<file path="config.mk">
export PLATFORM = sky130hd
export DESIGN_NAME = ppu_div
export DESIGN_NICKNAME = d
export VERILOG_FILES = /design/src/rtl/ppu_pkg.sv /design/src/rtl/ppu_div.sv
export SDC_FILE = /design/constraint.sdc
export NUM_CORES = 1
export LEC_CHECK = 0
export ABC_CLOCK_PERIOD_IN_PS = 2500
export BUFFER_PORTS_ARGS = -buffer_cell sky130_fd_sc_hd__clkbuf_2
export CORE_MARGIN = 3
export CORE_UTILIZATION = 50
export CTS_CLUSTER_SIZE = 30
export DETAILED_ROUTE_END_ITERATION = 6
export PLACE_DENSITY = 0.74
export SYNTH_ARGS = -nofsm -noshare
export SYNTH_HDL_FRONTEND = slang
export SYNTH_SLANG_ARGS = --single-unit
</file>
<file path="constraint.sdc">
create_clock -name i_clk -period 2.5 [get_ports i_clk]
set_input_delay 0.375 -clock i_clk [delete_from_list [all_inputs] [get_ports i_clk]]
set_output_delay 0.375 -clock i_clk [all_outputs]
set_load 0.03 [all_outputs]
</file>
<file path="src/rtl/ppu_pkg.sv">
package ppu_pkg;

    typedef struct packed {
        logic [31:0] pos_x;
        logic [31:0] pos_y;
        logic [31:0] pos_z;
        logic [31:0] vel_x;
        logic [31:0] vel_y;
        logic [31:0] vel_z;
        logic [31:0] rotation;
        logic [32:0] life_left;
        logic [31:0] life_total;
        logic [15:0] size_start;
        logic [15:0] size_final;
        logic [31:0] color_start;
        logic [31:0] color_final;
    } t_slot;

    typedef struct packed {
        logic [31:0] center_x;
        logic [31:0] center_y;
        logic [31:0] center_z;
        logic [31:0] rect_color;
        logic [15:0] rect_size;
        logic [31:0] rect_rotation;
    } t_res;

    localparam int SLOT_W = $bits(t_slot);
    localparam int FRAC_W = 16;

    // floor(x/100) for x below 2^17 as (x*TURN_RECIP) >> TURN_SHIFT
    localparam logic [17:0] TURN_RECIP = 18'd167773;
    localparam int          TURN_SHIFT = 24;
    localparam logic [16:0] TURN_BIAS  = 17'd50;

    localparam logic [2:0] CFG_COLOR_BEGIN = 3'd0;
    localparam logic [2:0] CFG_COLOR_END   = 3'd1;
    localparam logic [2:0] CFG_SIZE_BEGIN  = 3'd2;
    localparam logic [2:0] CFG_SIZE_END    = 3'd3;
    localparam logic [2:0] CFG_SIZE_VAR    = 3'd4;
    localparam logic [2:0] CFG_LIFE_TIME   = 3'd5;
    localparam logic [2:0] CFG_VEL_VAR     = 3'd6;

    localparam logic MODE_TICK = 1'b0;
    localparam logic MODE_EMIT = 1'b1;

    function automatic logic [31:0] sat32(input logic [33:0] v);
        if (v[33:31] == 3'b000 || v[33:31] == 3'b111) begin
            return v[31:0];
        end
        return v[33] ? 32'h8000_0000 : 32'h7FFF_FFFF;
    endfunction

    function automatic logic [7:0] mix8(input logic [7:0] lo, input logic [7:0] hi,
                                        input logic [16:0] f);
        logic [25:0] s;
        s = {18'd0, lo} * {9'd0, 17'h10000 - f} + {18'd0, hi} * {9'd0, f};
        return s[23:16];
    endfunction

    function automatic logic [15:0] mix16(input logic [15:0] lo, input logic [15:0] hi,
                                          input logic [16:0] f);
        logic [33:0] s;
        s = {18'd0, lo} * {17'd0, 17'h10000 - f} + {18'd0, hi} * {17'd0, f};
        return s[31:16];
    endfunction

endpackage

</file>
<file path="src/rtl/ppu_div.sv">
module ppu_div (
    input  logic        i_clk,
    input  logic        i_rst_n,
    input  logic        i_start,
    input  logic [31:0] i_num,
    input  logic [31:0] i_den,
    output logic        o_done,
    output logic [15:0] o_quot
);
    import ppu_pkg::*;

    logic [32:0] r_rem;
    logic [31:0] r_den;
    logic [15:0] r_quot;
    logic [4:0]  r_cnt;
    logic        r_busy;
    logic        r_done;
    logic [32:0] sh;
    logic        ge;

    assign sh = {r_rem[31:0], 1'b0};
    assign ge = sh >= {1'b0, r_den};

    always_ff @(posedge i_clk) begin
        if (!i_rst_n) begin
            r_busy <= 1'b0;
            r_done <= 1'b0;
            r_cnt  <= '0;
        end else begin
            r_done <= 1'b0;
            if (i_start) begin
                r_busy <= 1'b1;
                r_cnt  <= 5'(FRAC_W);
            end else if (r_busy) begin
                r_cnt <= r_cnt - 5'd1;
                if (r_cnt == 5'd1) begin
                    r_busy <= 1'b0;
                    r_done <= 1'b1;
                end
            end
        end
    end

    always_ff @(posedge i_clk) begin
        if (i_start) begin
            r_rem  <= {1'b0, i_num};
            r_den  <= i_den;
            r_quot <= '0;
        end else if (r_busy) begin
            r_rem  <= ge ? sh - {1'b0, r_den} : sh;
            r_quot <= {r_quot[14:0], ge};
        end
    end

    assign o_done = r_done;
    assign o_quot = r_quot;
endmodule

</file>
* Word level (Yosys, flattened, before mapping)
Cells that the tools add are included.
** Storage, ports and cells
- Output and inout port bits :: 17
- Bits in registers :: 87
- Memories kept :: 0
- Bits of input ports :: 67
- Memory bits (read-only) :: 0
- Memory bits (writable) :: 0
- Bits in latches :: 0
- Logic and storage cells :: 25
** Operators by class
- Muxes and demuxes :: 9
- Divide/modulo/power cells :: 0
- Magnitude comparators :: 1
- Reduce and logical (&&, ||, !) cells :: 3
- Shifts and indexed selects :: 0
- Bitwise logic cells :: 2
- Multiply operators :: 0
- Add/subtract/negate cells :: 2
- Eq/ne operators :: 1
** Operators by type and width (number)
- $mux 32 :: 3
- $ge 33x32->1 :: 1
- $sub 32x32->32 :: 1
- $mux 5 :: 2
- $eq 5x1->1 const B :: 1
- $sub 5x1->5 const B :: 1
- $mux 1 :: 4
- $reduce_or 3->1 :: 1
- $not 1->1 :: 2
- $reduce_bool 2->1 :: 1
- $reduce_or 2->1 :: 1

* Depth between registers and ports, before layout
Gate-level depths: netlist (run 1).
- Depth in word-level cells :: 4
- Mapped depth :: 13
- Mapped depth without buffers :: 10

* Worst setup path after synthesis (run 1)
OpenSTA, ideal clock, no wires.
- Kind :: flip-flop to flip-flop
- From :: register r_rem[0]
- To :: register r_rem[31], data pin
- Clock period less this slack :: 2.675 ns
- Path slack :: -0.175 ns
- Cell stages (with the launch flop) :: 10
- Data arrival time :: 2.409 ns
- Buffers on the path :: 0
- Cells stage by stage :: edfxtp_1 ha_1 nor2b_1 o211ai_1 a311oi_2 nor4_1 or4_4 a21oi_2 nor4_1 or3b_1
** Between the ends
- Longest elaborated chain between the ends :: 4
- Elaborated cells on any way between the ends :: 5
** Ends and longest elaborated chain
- start, declared :: RTL line ppu_div.sv:12 : logic [32:0] r_rem;
- start signal, assigned :: RTL line ppu_div.sv:46 : r_rem <= {1'b0, i_num};
- start signal, assigned :: RTL line ppu_div.sv:50 : r_rem <= ge ? sh - {1'b0, r_den} : sh;
- $sub 32x32->32 or $ge 33x32->1 (tied branches) :: RTL line ppu_div.sv:50, ppu_div.sv:22
- $mux 32 (*) :: RTL line ppu_div.sv:50
- $mux 32 (*) :: RTL line ppu_div.sv:49 : end else if (r_busy) begin
- $mux 32 (*) :: RTL line ppu_div.sv:45 : if (i_start) begin
Mark *: on every way between the ends. The rest lies on a longest branch, timed or not. The select of a mux whose other input is x is not followed.
A chain may end at the register's enable or synchronous reset.

* Worst setup path after layout (run 1)
Same ends and word-level chain as after synthesis.

==> flow_summary.ini, run 1 <==
[clocking]
cts_buffer_depth = 2
path_clk_slew_ns = 0.11
cts-root-buf = clkbuf_8
cts_made_buffers = 9
cts_tree = done
cts.sinks = 87
cts_max_level = 3
clk_latency_ns = 0.39

[finish]
final_area_mm2 = 0.00789
antennaDiodeCount = 0
final_common_cell = buf_4
final_cell_mix = 114 x buf_4, 82 x clkbuf_2, 64 x edfxtp_1
seqCellArea_mm2 = 0.00238
nets = 883
fillers = 700
layout-drive-gt1-share = 0.415
multi_input_area_mm2 = 0.00344
fin_util = 0.751
instances_no_fill = 922
syn_to_final_growth_pct = 43.3

[placed_design]
place_ws_ns = -0.442
place.gp.congestion = 0.924
dpl_cell_area_mm2 = 0.00687
dp_cells = 886
dp_hpwl_um = 10800
port_buffers = 83

[outcome]
violations = setup timing
outcome = complete, but fails checks

[power]
power.total_w = 0.00803
powerDensity_mw_per_mm2 = 1020
ir_worst_vdd_mv = 0.697
p_leak_nw = 3.49

[setup_path]
cpMaxStageDelayCell = or4_4
crit_family = simple AND/OR/NAND/NOR gates
crit_path_cell_trace = ha_4 -> nor2b_4 -> o211ai_1 -> a311oi_2 -> buf_4 -> nor4_2 -> or4_4 -> a21oi_4 -> nor4_1 -> or3b_1
cp_max_fo = 3
ff2ff_path_depth = 10
start_kind = flop
critPathRequiredTime_ns = 2.63
cp.depth = 10
critPathArrivalTime_ns = 3.00
crit_type = reg2reg
cpPeakStageDelay_ns = 0.51
endpoint_kind = flop
path_buf_inv = 1

[timing]
setup_viol = 32
finalWorstPathRequiredPeriod_ns = 2.86
slew_headroom = 0.670
fin_crit_sh = 1.15
worst_slew_pin_slew_ns = 0.495
rsz0062_at_grt = yes
finClkSkew_ns = 0.0152
layout_setup_ws_ns = -0.364
drv_slew = 0
max_freq_ghz = 0.349
hold_viol_final = 0

[detailed_routing]
drcViolationCount = 0
wire_per_inst_um = 17.3
ant_nets = 0
via_count = 5192
first_pass_iters = 5
wirelength_um = 15900
drt_iter0_markers = 276
vias_per_cell = 5.63

[synthesis]
ys.flop_type = edfxtp_1
synth_compound_area_frac = 0.177
ys_ff_latch = 87
synth_top_area_share = 0.349
synth_sequential_area_ratio = 0.432
synth_edf_count = 64
synth_xor_area_frac = 0.0382
yosys_warnings = 0
synth.area.mux_share = 0.0638
syn-cell-area_mm2 = 0.00551
synthDistinctLibCells = 65
ys_top_cells_by_area = edfxtp_1 35%, dfxtp_1 8.4%, ha_1 7.7%
synth-adder-area-share = 0.0809
syn_nets = 680
yosysTopAreaCell = edfxtp_1
synth_area_per_cell_um2 = 9.53
yosys.area_share.simple = 0.155
syn_inst = 578
synthArstFlopShare = 0
synth_top_family_by_area = compound AO/OA/AOI/OAI gates

[grt]
grt_pass1_wl_um = 24900
grtUsageTotal = 0.247
antenna_found_initial = 0
grt_pass1_vias = 5166
grt_max_degree = 100
grt_overflow = 0

[floorplanning]
fp.dieW_um = 111
io_pins = 84
start_util = 0.524
fp.dieH_um = 111
dieArea_mm2 = 0.0123
rows = 37
core_mm2 = 0.0105

[worst_hold_path]
worst_hold_path_type = in2reg
min_delay_path_depth = 1

[job]
max-cap-violations = 0
-- routing by layer --
metal | vias up | share of wire | global-route usage
met1 | 2477 | 0.43 | 0.324
met2 | 166 | 0.49 | 0.406
met4 | 0 | 0.026 | 0.0690
li1 | 2509 | - | -
met5 | - | 0 | 0
met3 | 40 | 0.057 | 0.0617
-- worst register-to-register path: stages, from the launching register on --
cell	delay, ns
edfxtp_1	0.46
ha_4	0.30
nor2b_4	0.14
o211ai_1	0.15
a311oi_2	0.24
buf_4	0.19
nor4_2	0.05
or4_4	0.51
a21oi_4	0.15
nor4_1	0.07
or3b_1	0.36
-- report_power, final --
part	switching [W]	internal (W)
combinational	0.00247	0.00251
clock	0.000629	0.000406
sequential	0.000166	0.00185
-- area by class of cell --
cell class                 instances  share of cell area
inverter                          44              0.0209
tap                              136              0.0216
multi-input combinational        423               0.435
clock buffer                       9              0.0157
clock inverter                     7              0.0106
sequential                        87               0.302
timing repair buffer             216               0.194
-- sequential cells by signal, summed over array words and instances, names as in the netlist --
name    flops
r_den      32
r_rem      32
o_quot     16
r_cnt       5
o_done      1
r_busy      1
-- cell families after synthesis --
kind of cell / count (synthesis)
AND/OR/NAND/NOR: 183
AO/OA/AOI/OAI: 146
flip-flops: 87
buffers and inverters: 68
multiplexers: 35
adder cells (fa/ha/maj): 35
XOR/XNOR: 24
-- worst paths after layout --
| check | slack [ns] | to | startpoint |
|---|---|---|---|
| setup reg to reg | -0.36 | r_rem[31] | r_rem[0] |
| hold reg to reg | 0.50 | r_cnt[1] | r_cnt[1] |
| setup / recovery | -0.36 | r_rem[31] | r_rem[0] |
| hold / removal | 0.15 | r_den[28] | i_den[28] |
-- cells in the mapped netlist, drive strengths merged, types with 13 or more instances --
library cell  count
a21o             15
a21oi            31
dfxtp            23
edfxtp           64
ha               34
inv              43
mux2i            34
nand2            64
nand3            13
nor2             49
nor3             15
o21ai            46
xnor2            13
-- per-stage QoR --
stage | TNS (ns) | hold slack, ns
after CTS | -3.67 | 0.137
final | -5.94 | 0.149
after detailed placement | -8.14 | 0.482
after global routing | -8.88 | 0.130
after global placement | -6.19 | 0.477
after floorplan | -1.75 | 0.468
-- timing repair --
item	4_1_cts	5_1_grt
endpoints found under the setup margin	33	32
pin swaps	27	22
cloned	0	0
hold buffers	0	0
buffers inserted	6	17
resized for setup	54	71
endpoints found under the hold margin	0	0
Power figures use the tool's default switching activity.
==> run 2, diff against run 1 <==
- CORE_MARGIN: 3 -> 4
==> flow_summary.ini, run 2 (synthesis gave the netlist of run 1 again) <==
[outcome]
outcome = complete, but fails checks
violations = setup timing

[power]
p_leak_nw = 3.54
ir_worst_vdd_mv = 0.633
power.total_w = 0.00821
powerDensity_mw_per_mm2 = 1030

[placed_design]
dp_cells = 890
port_buffers = 83
dp_hpwl_um = 11400
place_ws_ns = -0.409
dpl_cell_area_mm2 = 0.00688
place.gp.congestion = 0.949

[setup_path]
r2r_end = r_rem[17]
crit_type = reg2reg
start_kind = flop
critPathRequiredTime_ns = 2.69
r2r_start = r_rem[0]
critPathArrivalTime_ns = 3.00
endpoint = r_rem[17]
ff2ff_path_depth = 11
ff2ff_setup_slack_ns = -0.31
endpoint_kind = flop
crit_start = r_rem[0]
cp_max_fo = 6

[grt]
grt.met3_usage = 0.0465
grt_overflow = 0
met2_usage = 0.417
grt_pass1_vias = 5203
use_met1 = 0.343
grt_max_degree = 100
grt_pass1_wl_um = 25800
antenna_found_initial = 0
busiest_layer = met2
grtUsageTotal = 0.253

[finish]
final_area_mm2 = 0.00799
final_cell_mix = 135 x buf_4, 82 x clkbuf_2, 64 x edfxtp_1
syn_to_final_growth_pct = 45.1
instances_no_fill = 940
antennaDiodeCount = 0
layout-drive-gt1-share = 0.421
final_common_cell = buf_4
nets = 897

[detailed_routing]
drcViolationCount = 0
drt_iter0_markers = 357
wire_per_inst_um = 17.6
wirelength_um = 16600
first_pass_iters = 5
via_count = 5281
ant_nets = 0
vias_per_cell = 5.62

[floorplanning]
dieArea_mm2 = 0.0128
fp.dieW_um = 113
io_pins = 84
start_util = 0.510
rows = 38
fp.dieH_um = 113
core_mm2 = 0.0108

[timing]
slew_headroom = 0.670
rsz0062_at_grt = yes
layout_setup_ws_ns = -0.309
max_freq_ghz = 0.356
finClkSkew_ns = 0.0150
fin_crit_sh = 1.12
setup_viol = 32
drv_slew = 0
worst_slew_pin_slew_ns = 0.492
finalWorstPathRequiredPeriod_ns = 2.81
holdWs_ns = 0.150
hold_viol_final = 0

[clocking]
path_clk_slew_ns = 0.10
clk_latency_ns = 0.39
ctsHoldBuffers = 0
cts_tree = done
cts_max_level = 3
cts_made_buffers = 9
cts.sinks = 87
cts-root-buf = clkbuf_8
cts_buffer_depth = 2

[job]
max-cap-violations = 0

[worst_hold_path]
worst_hold_path_type = in2reg
-- run 2: cell types whose count changed in the layout (fill, tap and decap cells not counted), sizes merged --
| cell | delta |
|---|---|
| clkinv | -1 |
| buf | +12 |
| clkbuf | +3 |
| inv | -1 |
| bufbuf | +1 |
-- run 2: critical path: stages (launching register included) --
cell	delay [ns]
edfxtp_1	0.44
ha_4	0.30
nor2b_4	0.14
o211ai_1	0.12
a311oi_2	0.21
buf_4	0.19
o21ai_4	0.08
o211ai_4	0.23
and2_4	0.30
bufbuf_16	0.29
nand2_1	0.05
a2bb2oi_1	0.27
-- run 2: how the worst min path moves through the flow --
stage	cells after the start	slack, ns	endpoint	startpoint
after CTS	1	0.14	r_den[27]	i_den[27]
after detailed placement	2	0.48	o_done	r_busy
final	1	0.15	r_den[27]	i_den[27]
after global routing	1	0.14	r_den[26]	i_den[26]
after floorplan	2	0.47	r_cnt[1]	r_cnt[1]
after global placement	2	0.48	o_quot[15]	o_quot[15]
-- run 2: repair_timing --
item / CTS / global route
setup buffers: 14 / 18
setup endpoints to repair: 32 / 33
gates cloned: 1 / 1
pin swaps: 28 / 19
gates resized for setup: 54 / 62
-- run 2: through the flow --
stage | TNS [ns] | util
4_1_cts | -3.34 | 0.694
6_report | -5.34 | 0.741
3_3_place_gp | -6.54 | 0.638
2_1_floorplan | -1.75 | -
5_1_grt | -8.04 | 0.741
3_5_place_dp | -7.97 | 0.638
-- run 2: layer usage --
metal  up-vias  routed length, um
met5         -                  0
met4         0                427
met3        31                938
met2       193               8010
met1      2521               7210
li1       2536                  -
-- run 2: cell type report --
type,count,area (um2)
well taps,140,175
inverters,44,168
multi-input cells,423,3430
clock inverters,5,43.8
repair buffers,230,1640
fillers,739,2800
clock buffers,11,153
flip-flops and latches,87,2380
-- run 2: power by group --
| part | leakage [nW] | switching (W) | internal [W] | total, W |
|---|---|---|---|---|
| combinational | 2.62 | 0.00250 | 0.00266 | 0.00517 |
| clock | 0.102 | 0.000582 | 0.000439 | 0.00102 |
| sequential | 0.824 | 0.000170 | 0.00186 | 0.00203 |
| total | 3.54 | 0.00326 | 0.00496 | 0.00821 |
==> run 3, diff against run 2 <==
- REMOVE_ABC_BUFFERS: unset -> 1
==> flow_summary.ini, run 3 (synthesis gave the netlist of run 1 again) <==
[outcome]
outcome = complete, but fails checks
violations = setup timing

[placed_design]
place_ws_ns = -0.408
port_buffers = 83
place.gp.congestion = 0.943
dp_cells = 889
dp_hpwl_um = 10700
dpl_cell_area_mm2 = 0.00685

[detailed_routing]
first_pass_iters = 7
via_count = 5175
wirelength_um = 15700
vias_per_cell = 5.56
drcViolationCount = 0
drt_iter0_markers = 265
ant_nets = 0
wire_per_inst_um = 16.8

[setup_path]
cpMaxStageDelayCell = or4_4
crit_path_cell_trace = ha_4 -> nor2b_4 -> o211ai_1 -> a311oi_2 -> buf_4 -> nor4_2 -> or4_4 -> a21oi_4 -> nor4_1 -> or3b_1
path_buf_inv = 1
endpoint = r_rem[31]
crit_family = simple AND/OR/NAND/NOR gates
start_kind = flop
crit_type = reg2reg
cp.depth = 10
endpoint_kind = flop
cp_max_fo = 4
ff2ff_path_depth = 10
cpPeakStageDelay_ns = 0.51
crit_start = r_rem[0]
critPathArrivalTime_ns = 2.98
r2r_end = r_rem[31]
r2r_start = r_rem[0]
ff2ff_setup_slack_ns = -0.33
critPathRequiredTime_ns = 2.64

[grt]
grtUsageTotal = 0.247
grt_max_degree = 100
antenna_found_initial = 0
grt_pass1_wl_um = 25200
grt_overflow = 0
grt_pass1_vias = 5435

[worst_hold_path]
worst_hold_path_type = in2reg

[clocking]
path_clk_slew_ns = 0.10
ctsHoldBuffers = 0
cts-root-buf = clkbuf_8
cts.sinks = 87
cts_max_level = 3
cts_tree = done
clk_latency_ns = 0.40
cts_buffer_depth = 2
cts_made_buffers = 9

[finish]
final_common_cell = buf_4
syn_to_final_growth_pct = 39.7
fillers = 783
final_area_mm2 = 0.00770
instances_no_fill = 930
final_cell_mix = 123 x buf_4, 82 x clkbuf_2, 64 x edfxtp_1
antennaDiodeCount = 0
layout-drive-gt1-share = 0.384
nets = 887

[power]
power.share.sequential = 0.256
ir_worst_vdd_mv = 0.636
switching_power_w = 0.00310
swShare = 0.395
powerDensity_mw_per_mm2 = 1020
p_leak_nw = 3.49
power.total_w = 0.00784
clkPwrFrac = 0.132
pwr-share-comb = 0.611
intPower_w = 0.00475

[floorplanning]
io_pins = 84
fp.dieH_um = 113
fp.dieW_um = 113
dieArea_mm2 = 0.0128
rows = 38
core_mm2 = 0.0108
start_util = 0.510

[timing]
finClkSkew_ns = 0.0145
timing.setup.tns_ns = -7.62
rsz0062_at_grt = yes
slew_headroom = 0.670
worst_slew_pin_slew_ns = 0.492
fin_crit_sh = 1.13
finalWorstPathRequiredPeriod_ns = 2.83
drv_slew = 0
setup_viol = 33
layout_setup_ws_ns = -0.332
max_freq_ghz = 0.353
hold_viol_final = 0

[job]
max-cap-violations = 0
==> run 3: cell count changes in the layout (fill, tap and decap cells not counted), moves of 4 or more <==
| cell | delta |
|---|---|
| ha_2 | -4 |
| nor3_1 | +5 |
| buf_4 | -12 |
| nor3_2 | -4 |
| ha_4 | -5 |
| ha_1 | +9 |
==> run 3: layout make-up <==
class	count	area, um2	share of cell area
clock buffer	10	149	0.0193
clock inverter	6	53.8	0.00699
inverter	44	168	0.0218
multi-input combinational	423	3220	0.418
sequential	87	2380	0.309
tap	140	175	0.0228
timing repair buffer	220	1550	0.202
==> run 3: power by group through the flow <==
stage / clock [W] / combinational [W] / sequential, W
2_1_floorplan: 0 / 0.00218 / 0.00199
3_3_place_gp: 0 / 0.00374 / 0.00199
3_5_place_dp: 0 / 0.00383 / 0.00201
4_1_cts: 0.00105 / 0.00451 / 0.00200
5_1_grt: 0.00111 / 0.00515 / 0.00204
6_report: 0.00104 / 0.00479 / 0.00201
==> run 3: layer usage <==
layer | part of all wire | vias up | global-route usage
met1 | 0.41 | 2444 | 0.301
li1 | - | 2514 | -
met3 | 0.065 | 40 | 0.0599
met2 | 0.49 | 177 | 0.409
met4 | 0.031 | 0 | 0.120
met5 | 0 | - | 0
==> run 3: worst min-delay path by stage <==
stage	start	endpoint	slack, ns	depth (start not counted)
2_1_floorplan	i_start	o_quot[0]	0.45	1
3_5_place_dp	r_busy	o_done	0.50	2
3_3_place_gp	o_quot[15]	o_quot[15]	0.48	2
4_1_cts	i_den[27]	r_den[27]	0.13	1
5_1_grt	i_den[26]	r_den[26]	0.13	1
6_report	i_den[27]	r_den[27]	0.14	1
==> run 3: what timing repair did <==
action                     CTS  global route
cloned                       1             0
pin swaps                   33            18
setup buffers               22             3
setup endpoints to repair   33            33
gates resized for setup     74            12
==> run 3: worst register-to-register path, stage by stage (launching register included) <==
cell,delay [ns]
edfxtp_1,0.45
ha_4,0.30
nor2b_4,0.14
o211ai_1,0.14
a311oi_2,0.26
buf_4,0.17
nor4_2,0.06
or4_4,0.51
a21oi_4,0.14
nor4_1,0.06
or3b_1,0.36
==> run 3: through the flow <==
stage	hold slack (ns)	util
2_1_floorplan	0.447	-
3_3_place_gp	0.480	0.635
3_5_place_dp	0.500	0.635
4_1_cts	0.128	0.706
5_1_grt	0.129	0.713
6_report	0.140	0.713
